===== src/hw/rtl/tflb_pkg.sv =====
// Shared constants and types for the transfer-function table builder.
`default_nettype none
package tflb_pkg;
    localparam int MaxNodesDef   = 8;
    localparam int MaxSamplesDef = 32;
    localparam int ChanW         = 16;
    localparam int CountW        = 6;
    localparam logic [CountW-1:0] SampleCountRst = 6'd32;

    // Node handed from the front to the back.
    typedef struct packed {
        logic [ChanW-1:0] position;
        logic [ChanW-1:0] red;
        logic [ChanW-1:0] green;
        logic [ChanW-1:0] blue;
        logic [ChanW-1:0] alpha;
        logic             last;
    } node_t;
endpackage
`default_nettype wire


===== src/hw/rtl/tflb_front.sv =====
// Front: accepts node items into a two-entry queue.
`default_nettype none
module tflb_front
    import tflb_pkg::*;
(
    input  wire logic  clk,
    input  wire logic  rst_n,
    input  wire logic  push,
    input  wire node_t push_node,
    output logic       full,
    output logic       empty,
    input  wire logic  pop,
    output node_t      head
);
    node_t      q_reg [2];
    logic       rd_reg, wr_reg;
    logic [1:0] cnt_reg;

    assign full  = cnt_reg == 2'd2;
    assign empty = cnt_reg == 2'd0;
    assign head  = q_reg[rd_reg];

    // Advance pointers and count.
    always_ff @(posedge clk or negedge rst_n)
    begin
        if (!rst_n)
        begin
            rd_reg  <= 1'b0;
            wr_reg  <= 1'b0;
            cnt_reg <= 2'd0;
        end
        else
        begin
            if (push)
                wr_reg <= ~wr_reg;
            if (pop)
                rd_reg <= ~rd_reg;
            cnt_reg <= cnt_reg + {1'b0, push} - {1'b0, pop};
        end
    end

    always_ff @(posedge clk)
    begin
        if (push)
            q_reg[wr_reg] <= push_node;
    end
endmodule
`default_nettype wire


===== config.mk =====
export PLATFORM = sky130hd
export DESIGN_NAME = tflb_front
export DESIGN_NICKNAME = d
export VERILOG_FILES = /design/src/hw/rtl/tflb_pkg.sv /design/src/hw/rtl/tflb_front.sv
export SDC_FILE = /design/constraint.sdc
export NUM_CORES = 1
export LEC_CHECK = 0
export BUFFER_PORTS_ARGS = -buffer_cell sky130_fd_sc_hd__buf_2
export CAP_MARGIN = 20
export CELL_PAD_IN_SITES_DETAIL_PLACEMENT = 2
export CELL_PAD_IN_SITES_GLOBAL_PLACEMENT = 2
export CORE_AREA = 3 3 125 127
export CTS_BUF_LIST = sky130_fd_sc_hd__clkbuf_4 sky130_fd_sc_hd__clkbuf_8
export CTS_CLUSTER_DIAMETER = 150
export DETAILED_ROUTE_END_ITERATION = 8
export DIE_AREA = 0 0 128 130
export PLACE_DENSITY_LB_ADDON = 0.1
export SETUP_SLACK_MARGIN = 0.2
export SKIP_CTS_REPAIR_TIMING = 1
export SLEW_MARGIN = 5
export SYNTH_ARGS = -nofsm -noshare
export SYNTH_HDL_FRONTEND = slang
export SYNTH_SLANG_ARGS = --single-unit

===== constraint.sdc =====
create_clock -name clk -period 12.6 [get_ports clk]
set_input_delay 1.26 -clock clk [delete_from_list [all_inputs] [get_ports clk]]
set_output_delay 1.26 -clock clk [all_outputs]
set_load 0.005 [all_outputs]

==> Word level (Yosys, flattened, before mapping) <==
Memory sizes are Yosys's and may differ from the RTL's.
Index checks and enable logic that the tools add are counted.
{ "totals": {"reg_bits": 4, "latchBits": 0, "ramBits": 162, "rom_bits": 0, "in_bits": 85, "output_inout_bits": 83, "wordCells": 12, "n_memories": 1} }
{ "memory_table": {"columns": ["memory", "depth", "word_bits", "read_ports", "rd_clocked_by_memory_dff", "write_ports", "line", "source"], "rows": [
  ["q_reg", 2, 81, 1, 0, 1, "tflb_front.sv:15", "node_t q_reg [2];"]
]} }
{ "classes": {"addsub": 2, "n_mul": 0, "div": 0, "n_lt_le_gt_ge": 0, "eq_ne": 1, "shift": 0, "n_mux": 2, "bitwise_logic": 2, "reduce_logical": 1} }
{ "op_table": {"columns": ["operator", "n"], "rows": [
  ["$add 2x1->2", 1],
  ["$eq 2x2->1 const B", 1],
  ["$logic_not 2->1", 1],
  ["$mux 1", 2],
  ["$not 1->1", 2],
  ["$sub 2x1->2", 1]
]} }

==> Depth between registers and ports, before layout <==
Gate-level depths: netlist of the first run.
{ "logic_depth": {"depth_word": 2, "depth_mapped": 5, "ltp_nobuf": 5} }

==> Worst setup path before layout of the first run <==
Ideal clock, no wire load.
{ "synth_path": {"path_kind": "input to register", "from": "in push", "to": "mem q_reg[0][0] in the netlist's numbering (enable)", "setup_time_ns": 0.531, "arrival_time_ns": 4.801, "required_time_ns": 12.069, "slack_ns": 7.269, "path_stages": 1, "n_path_buf": 0, "cell_sequence": "nor2b_1"} }
{ "synth_via": {"elab_chain_cells": 2} }
{ "synth_lines": {"columns": ["element", "line", "source"], "rows": [
  ["from (decl)", "tflb_front.sv:8", "input wire logic push,"],
  ["$mux 1", "tflb_front.sv:44", "if (push)"],
  ["$mux 1 (not written as such)", "tflb_front.sv:45", "q_reg[wr_reg] <= push_node;"],
  ["to (decl)", "tflb_front.sv:15", null]
]} }
No other way between the ends.

==> out/summary.txt, run 1 <==
status = finished, final reports clean
setup_tns = 0 ns
cts bufs inserted = 17
diode count = 0
Fillers = 1,298
Starting Density = 0.4432
CTS H-tree depth = 4
routability congestion estimate = 0.6423
Core Area = 0.01453 mm2
Antenna Nets Post-Route = 0
Synth Warn # = 0
share of the synthesized area in the top cell type = 0.7552
drt pass-1 iters = 4
Max Clk Rate = 0.2607 GHz
worst rel slew slack = 0.5628
CP Launch Type = register
Slew Viols, Final = 0
Crit. End Element = output pin
worst skew pair latency = 0.45 ns
area growth from synthesis to layout = 21.95%
WL/cell = 21.92 um
max reg flops = 162
# nets final = 536
Syn Nets = 354
antenna violations before repair = 0
# DRC = 0
clock sink count = 166
RSZ-0062 raised after global routing = false
Crit Reg-Reg Startpoint = wr_reg
CTS Buffer Depth = 2
largest net degree at the start of global routing = 48
hold_sp = wr_reg
PD cells = 218.5 mW/mm2
Iteration-0 DRC Markers = 152
Mapped Area = 0.006441 mm2
clk root buf = clkbuf_8
GRT Total Usage = 0.1798
Leak Pwr = 3.192 nW
Worst Setup SP = rd_reg
Worst Clk Skew = 0.008977 ns
HP Class = register to register
count of final setup violators = 0
Die Y = 130 um
Setup CP Type = register to output pin
Synth area leaders = edfxtp_1 (76%), mux2_4 (18%), buf_12 (2.5%)
Vias = 3,104
fin worst setup slack = 8.764 ns
num ports = 168
CTS clk-pin slew, worst paths = 0.09 ns
Synth Area per Inst = 24.12 um2
Placement Setup Slack = 9.159 ns
row count = 44
CTS tree = yes
DIE AREA = 0.01664 mm2
Congestion Overflow GR = 0
sequential area share after synthesis = 0.7708
final WL = 14.16 mm
library cells used by synthesis = 13
maxcap violations = 0
Tmin final = 3.836 ns
first-pass GRT wire length = 21.33 mm
Die Width = 128 um
VDD IR max = 0.1284 mV
Yosys top cell by area = edfxtp_1
DR vias/cell = 4.805
Final HPWL DP = 9.584 mm
port buffer count = 167
Final Hold Viols = 0
register bit total from synthesis = 166
WHS Path Cells = 1
Worst Max-Slew Pin Slew = 0.6558 ns
Worst EP required = 11.34 ns
fin crit share = 0.3045
Cells after Synth = 267
R2R cell count = 2
share of cells above drive strength 1 = 0.6212
Crit path arrival time = 2.58 ns
vias in the first global route = 3,479
Crit Path Max Fanout = 35
-- cell type report --
| cell class | instances | area [um2] | share of cell area |
|---|---|---|---|
| Sequential cell | 166 | 4969 | 0.6325 |
| Multi-Input combinational cell | 90 | 1308 | 0.1665 |
| Timing Repair Buffer | 172 | 925.9 | 0.1179 |
| Clock buffer | 18 | 241.5 | 0.03074 |
| Tap cell | 184 | 230.2 | 0.02931 |
| Clock inverter | 14 | 173.9 | 0.02214 |
| Inverter | 2 | 7.507 | 0.0009557 |
-- kinds of logic (layout without fill, tap and decap cells) --
group,Yosys count,count (layout),share of synthesized area
fa+ha+maj,2,2,0.003884
flops,166,166,0.7708
buf+inv,11,206,0.02778
simple gates,4,4,0.003496
xor+xnor,3,3,0.006410
mux,81,81,0.1876
-- cells in the final DEF, fill, tap and decap left out --
| cell type | count |
|---|---|
| buf_2 | 167 |
| edfxtp_1 | 162 |
| mux2_4 | 79 |
| clkbuf_8 | 17 |
| inv_6 | 4 |
| bufinv_16 | 3 |
| clkinvlp_4 | 3 |
| dfrtp_1 | 3 |
| inv_1 | 2 |
| mux2_2 | 2 |
| xor2_1 | 2 |
| ha_1 | 2 |
| clkinv_4 | 2 |
| buf_16 | 2 |
| buf_4 | 2 |
| xor3_1 | 1 |
| nor2_1 | 1 |
| and2_4 | 1 |
| nor2b_1 | 1 |
| nor2b_4 | 1 |
| clkinv_1 | 1 |
| clkbuf_4 | 1 |
| clkinv_2 | 1 |
| buf_12 | 1 |
| dfrtp_4 | 1 |
-- metal layers --
layer / track usage / part of all wire / vias to the layer above
li1: - / - / 1419
met1: 0.2060 / 0.37 / 1563
met2: 0.3136 / 0.55 / 110
met3: 0.06672 / 0.070 / 12
met4: 0.05993 / 0.010 / 0
met5: 0 / 0 / -
-- worst max-delay path, stage by stage, from the launching register on --
cell     delay, ns
dfrtp_4       0.70
buf_4         0.56
buf_16        0.32
mux2_2        0.37
buf_2         0.12
-- Yosys cell counts --
| cell type | instances |
|---|---|
| edfxtp_1 | 162 |
| buf_12 | 8 |
| dfrtp_1 | 4 |
| mux2_2 | 2 |
| buf_6 | 1 |
| nor2b_1 | 2 |
| mux2_4 | 79 |
| inv_1 | 2 |
| and2_1 | 1 |
| xor3_1 | 1 |
| xor2_1 | 2 |
| nor2_1 | 1 |
| ha_1 | 2 |
-- worst paths after layout --
kind / to / slack (ns)
worst max-delay path: head[80] / 8.76
worst min-delay path: wr_reg / 0.59
worst max register to register: q_reg[0][48] / 10.84
worst min register to register: wr_reg / 0.59
max in group asynchronous: rd_reg / 11.86
min in group asynchronous: cnt_reg[1] / 0.60
-- through the flow --
step                  util  total power, W  cells  hold WS (ns)  area, um2
finish              0.5405        0.001716    646        0.5908       7855
global route        0.5405        0.001809    646        0.5446       7855
CTS                 0.5391        0.001747    645        0.5553       7835
detailed placement  0.5105        0.001340    613        0.5891       7420
global placement    0.5067        0.001304    611        0.5289       7365
floorplan                -        0.001170    267        0.4555       6441
-- where the power goes --
group	internal, W	switching (W)
registers	0.000734	0.0000534
logic	0.000296	0.000234
clock network	0.000200	0.000200
Note: power is estimated with default switching activity, not from simulation.
==> run 2, diff against run 1 <==
--- a/config.mk
+++ b/config.mk
@@ -9,11 +9,11 @@
 export CAP_MARGIN = 20
 export CELL_PAD_IN_SITES_DETAIL_PLACEMENT = 2
 export CELL_PAD_IN_SITES_GLOBAL_PLACEMENT = 2
-export CORE_AREA = 3 3 125 127
+export CORE_AREA = 3 3 136 138
 export CTS_BUF_LIST = sky130_fd_sc_hd__clkbuf_4 sky130_fd_sc_hd__clkbuf_8
 export CTS_CLUSTER_DIAMETER = 150
 export DETAILED_ROUTE_END_ITERATION = 8
-export DIE_AREA = 0 0 128 130
+export DIE_AREA = 0 0 139 141
 export PLACE_DENSITY_LB_ADDON = 0.1
 export SETUP_SLACK_MARGIN = 0.2
 export SKIP_CTS_REPAIR_TIMING = 1
==> constraint.sdc (replaced) <==
create_clock -name clk -period 3.3 [get_ports clk]
set_input_delay 0.33 -clock clk [delete_from_list [all_inputs] [get_ports clk]]
set_output_delay 0.33 -clock clk [all_outputs]
set_load 0.005 [all_outputs]
==> run 2 against run 1 <==
Net effect:
- count of clock-buffer cells in the layout shrank 1
- clock power grew to 4.0 times the previous value
- worst setup slack lost 7.9 ns
- via count shrank 1.6%
- combinational power grew to 3.7 times the previous value
- die area grew 18%
- highest routed layer unchanged
==> out/summary.txt, run 2 (synthesis gave the netlist of run 1 again) <==
status = finished, final reports clean
Core Area = 0.01730 mm2 (+19%)
Final Non-Filler Cells = 689 (+6.7%)
Die Y = 141 um (+8.5%)
worst rel slew slack = 0.5502 (-0.01259)
Antenna Nets Post-Route = 0 (unchanged)
routability congestion estimate = 0.6990 (+8.8%)
clk root buf = clkbuf_8
num ports = 168 (unchanged)
final WL = 13.22 mm (-6.7%)
Crit path arrival time = 2.14 ns (-0.44 ns)
commonest non-fill, non-tap cells in the layout = buf_2 (167), edfxtp_1 (162), mux2_4 (79), clkbuf_8 (17), bufinv_16 (5)
placed cell area = 0.007481 mm2 (+0.83%)
setup_tns = 0 ns (unchanged)
Clk pwr share = 0.245 (+0.012)
Max Clk Rate = 0.4056 GHz
CTS clk-pin slew, worst paths = 0.08 ns (about the same)
Die Width = 139 um (+8.6%)
VDD IR max = 0.3367 mV (+160%)
DR vias/cell = 4.434 (-7.7%)
CP cell instances = buf_12 > mux2_4 > buf_2
WL/cell = 19.18 um (-12%)
Iteration-0 DRC Markers = 94 (-38%)
Sequential Power Share = 0.461 (+0.002)
fin crit share = 0.7471
area growth from synthesis to layout = 23.25%
Crit-path slowest cell = dfrtp_4
GRT Total Usage = 0.1393 (-0.04051)
Worst EP required = 2.97 ns (-8.37 ns)
antenna violations before repair = 2 (+2)
cell internal pwr = 0.004816 W (+290%)
HP Class = primary input to register
CTS H-tree depth = 4 (unchanged)
count of final setup violators = 0 (unchanged)
Leak Pwr = 3.206 nW (+0.43%)
Gate power share = 0.294 (-0.015)
reg-to-reg slack, setup = 1.62 ns (-9.22 ns)
cts bufs inserted = 17 (unchanged)
Switching Power = 0.001768 W (+260%)
row count = 48 (+9.1%)
Multi-input gate area = 0.001308 mm2 (unchanged)
Congestion Overflow GR = 0 (unchanged)
CTS tree = yes
port buffer count = 167 (unchanged)
Slew Viols, Final = 0 (unchanged)
clock sink count = 166 (unchanged)
sequential cell area = 0.004969 mm2 (unchanged)
Starting Density = 0.3724 (-0.07079)
Placement Setup Slack = 1.268 ns (-7.890 ns)
drt pass-1 iters = 4 (unchanged)
Crit. End Element = output pin
Crit Path Max Fanout = 34 (-2.9%)
max reg flops = 162 (unchanged)
post-route cell area = 0.007939 mm2 (+1.1%)
fin worst setup slack = 0.8346 ns (-7.929 ns)
maxcap violations = 0 (unchanged)
Vias = 3,055 (-1.6%)
Switching Share = 0.2685 (-0.01513)
first-pass GRT wire length = 20.40 mm (-4.4%)
commonest non-fill, non-tap cell in the layout = buf_2
Tmin final = 2.465 ns
vias in the first global route = 3,566 (+2.5%)
share of cells above drive strength 1 = 0.6147 (-0.006494)
Setup CP Type = register to output pin
Cell Count Post-Placement = 654 (+6.7%)
PD cells = 829.4 mW/mm2 (+280%)
Worst Max-Slew Pin Slew = 0.6747 ns (+0.01888 ns)
final core occ = 0.4590 (-0.08148)
DIE AREA = 0.01960 mm2 (+18%)
Crit path largest cell delay = 0.88 ns (+0.18 ns)
worst skew pair latency = 0.45 ns (about the same)
Final Hold Viols = 0 (unchanged)
Final HPWL DP = 8.776 mm (-8.4%)
Worst Clk Skew = 0.009472 ns (+0.0004944 ns)
# nets final = 536 (unchanged)
CTS Buffer Depth = 2 (unchanged)
# DRC = 0 (unchanged)
CP Launch Type = register
largest net degree at the start of global routing = 82 (+71%)
RSZ-0062 raised after global routing = false
Fillers = 1,640 (+26%)
[run 2: cell types whose count changed in the layout (fill, tap and decap cells not counted)]
cell	before	now
clkbuf_4	1	0
clkinv_1	1	3
dlygate4sd3_1	0	1
bufinv_16	3	5
buf_12	1	4
clkinv_4	2	1
clkinvlp_4	3	2
clkinv_2	1	3
buf_16	2	0
buf_4	2	0
diode_2	0	2
inv_6	4	1
[run 2: layout make-up]
type / instances / share of cell area
inverters: 2 / 0.0009456
repair buffers: 172 / 0.1166
flip-flops and latches: 166 / 0.6258
clock buffers: 17 / 0.02947
well taps: 225 / 0.03546
diodes: 2 / 0.0006304
clock inverters: 15 / 0.02632
multi-input cells: 90 / 0.1647
[run 2: path summary, 6_finish.rpt]
kind,end,cells after the start,from
max in group asynchronous,rd_reg,2,rst_n
setup / recovery,head[39],3,rd_reg
min in group asynchronous,cnt_reg[0],2,rst_n
hold / removal,q_reg[1][51],1,push_node[51]
setup reg to reg,q_reg[1][71],2,wr_reg
hold reg to reg,wr_reg,1,wr_reg
[run 2: metal layers]
metal  part of all wire  track usage  up-vias
met5                  0            0        -
met1               0.40       0.1651     1497
met2               0.50       0.2224      115
met3              0.079      0.05868       22
li1                   -            -     1421
met4              0.020      0.06334        0
[run 2: worst max-delay path, delay by kind of cell (launching register included)]
kind / cells / cell delay [ns]
flops: 1 / 0.88
mux: 1 / 0.34
buf+inv: 2 / 0.44
[run 2: power groups by stage]
stage | Combinational [W] | Sequential (W) | Clock, W
finish | 0.00194 | 0.00304 | 0.00161
global route | 0.00211 | 0.00309 | 0.00175
CTS | 0.00200 | 0.00305 | 0.00166
floorplan | 0.00151 | 0.00295 | 0
detailed placement | 0.00200 | 0.00310 | 0
global placement | 0.00198 | 0.00306 | 0
[run 2: per-stage QoR]
stage	hold WS, ns	total power [W]
3_3_place_gp	0.1407	0.005036
5_1_grt	0.01287	0.006950
4_1_cts	-0.3685	0.006718
3_5_place_dp	0.1428	0.005095
2_1_floorplan	0.03441	0.004455
6_report	0.06105	0.006584
==> run 3, diff against run 2 <==
==> constraint.sdc (replaced) <==
create_clock -name clk -period 2.15 [get_ports clk]
set_input_delay 0.215 -clock clk [delete_from_list [all_inputs] [get_ports clk]]
set_output_delay 0.215 -clock clk [all_outputs]
set_load 0.005 [all_outputs]
==> run 3 against run 2 <==
Net effect:
- sequential power grew 48%
- cell area grew 10%
- critical path depth unchanged
- non-clock buffer count grew 84
- die area stayed put
==> out/summary.txt, run 3 (synthesis gave the netlist of run 1 again) <==
routability congestion estimate = 0.6623 (-5.3%)
Switching Share = 0.2721 (+0.003581)
HP Class = primary input to register
CP cell instances = buf_16 > mux2_4 > buf_2
PD cells = 1156 mW/mm2 (+39%)
Switching Power = 0.002755 W (+56%)
clk root buf = clkbuf_8
port buffer count = 167 (unchanged)
GRT Total Usage = 0.1376 (-0.001700)
clock sink count = 166 (unchanged)
Tmin final = 1.898 ns
Gate power share = 0.332 (+0.038)
WL/cell = 18.28 um (-4.7%)
DR vias/cell = 4.411 (-0.51%)
num ports = 168 (unchanged)
worst skew pair latency = 0.45 ns (about the same)
Slew Viols, Final = 0 (unchanged)
CP Launch Type = register
Starting Density = 0.3724 (unchanged)
buffer and inverter count on the worst path = 2 (unchanged)
Max Clk Rate = 0.5269 GHz
CTS clk-pin slew, worst paths = 0.08 ns (about the same)
Crit path arrival time = 1.68 ns (-0.46 ns)
Crit-path slowest cell = dfrtp_4
first-pass GRT wire length = 20.30 mm (-0.51%)
CTS Buffer Depth = 2 (unchanged)
Crit. End Element = output pin
commonest non-fill, non-tap cell in the layout = buf_2
status = finished, final reports clean
Cell Count Post-Placement = 656 (+0.31%)
Crit Path Max Fanout = 35 (+2.9%)
diode count = 0 (-2)
Fillers = 1,584 (-3.4%)
reg-to-reg slack, setup = 0.69 ns (-0.93 ns)
# DRC = 0 (unchanged)
maxcap violations = 0 (unchanged)
count of final setup violators = 0 (unchanged)
Vias = 3,401 (+11%)
share of cells above drive strength 1 = 0.5293 (-0.08541)
Worst EP required = 1.93 ns (-1.04 ns)
sequential cell area = 0.004969 mm2 (unchanged)
drt pass-1 iters = 4 (unchanged)
Antenna Nets Post-Route = 0 (unchanged)
cts bufs inserted = 17 (unchanged)
setup_tns = 0 ns (unchanged)
Die Width = 139 um (unchanged)
Die Y = 141 um (unchanged)
Leak Pwr = 3.553 nW (+11%)
largest net degree at the start of global routing = 82 (unchanged)
Core Area = 0.01730 mm2 (unchanged)
antenna violations before repair = 0 (-2)
VDD IR max = 0.6286 mV (+87%)
worst rel slew slack = 0.6602 (+0.1100)
max reg flops = 162 (unchanged)
CTS H-tree depth = 4 (unchanged)
Worst path top cell family by delay = flip-flops
fin crit share = 0.8828
Setup CP Type = register to output pin
CTS tree = yes
Worst Clk Skew = 0.009989 ns (+0.0005173 ns)
RSZ-0062 raised after global routing = true
Iteration-0 DRC Markers = 155 (+65%)
commonest non-fill, non-tap cells in the layout = buf_2 (167), edfxtp_1 (162), dlygate4sd3_1 (83), mux2_4 (79), clkbuf_8 (21)
Multi-input gate area = 0.001308 mm2 (unchanged)
Crit path largest cell delay = 0.53 ns (-0.35 ns)
final core occ = 0.5062 (+0.04724)
Final Hold Viols = 0 (unchanged)
final WL = 14.09 mm (+6.6%)
vias in the first global route = 3,534 (-0.90%)
cell internal pwr = 0.007370 W (+53%)
Sequential Power Share = 0.445 (-0.016)
row count = 48 (unchanged)
Clk pwr share = 0.224 (-0.021)
area growth from synthesis to layout = 35.94%
Worst Max-Slew Pin Slew = 0.5097 ns (-0.1649 ns)
DIE AREA = 0.01960 mm2 (unchanged)
# nets final = 620 (+16%)
Final HPWL DP = 8.986 mm (+2.4%)
Congestion Overflow GR = 0 (unchanged)
Final Non-Filler Cells = 771 (+12%)
[run 3: worst reg2reg max path: stages, from the launching register on]
cell	delay, ns
dfrtp_1	0.44
and2_4	0.20
buf_4	0.43
[run 3: per-stage QoR]
step	hold slack (ns)	cell area (um2)	power [W]	setup slack, ns
6_report	0.02615	8756	0.01012	0.2520
5_1_grt	0.007017	8756	0.01071	0.1710
4_1_cts	-0.4724	7918	0.01019	0.1944
3_5_place_dp	0.03749	7508	0.007893	0.6889
3_3_place_gp	0.03516	7508	0.007785	0.7155
2_1_floorplan	-0.08059	6450	0.006817	0.1012
[run 3: path summary, 6_finish.rpt]
kind / from / endpoint / cells after the start
max in group asynchronous: rst_n / rd_reg / 2
worst max-delay path: rd_reg / head[11] / 3
worst min register to register: wr_reg / wr_reg / 1
min in group asynchronous: rst_n / cnt_reg[1] / 2
worst min-delay path: push / wr_reg / 2
worst max register to register: wr_reg / q_reg[1][68] / 2
[run 3: layout make-up]
| class | count | share of cell area |
|---|---|---|
| clock buffers | 24 | 0.03558 |
| repair buffers | 256 | 0.2035 |
| flip-flops and latches | 166 | 0.5674 |
| multi-input cells | 90 | 0.1493 |
| well taps | 225 | 0.03215 |
| inverters | 2 | 0.0008574 |
| clock inverters | 8 | 0.01115 |
[run 3: power groups by stage]
stage,sequential [W],combinational [W],clock (W)
4_1_cts,0.00451,0.00332,0.00236
3_5_place_dp,0.00458,0.00331,0
5_1_grt,0.00456,0.00364,0.00250
6_report,0.00450,0.00336,0.00226
2_1_floorplan,0.00450,0.00232,0
3_3_place_gp,0.00453,0.00326,0
[run 3: metal layers]
layer  track usage  up-vias  wire [um]
li1              -     1586          -
met1        0.1539     1700       5575
met2        0.2383      104       7590
met3       0.05495       11        790
met4       0.05098        0        138
met5             0        -          0
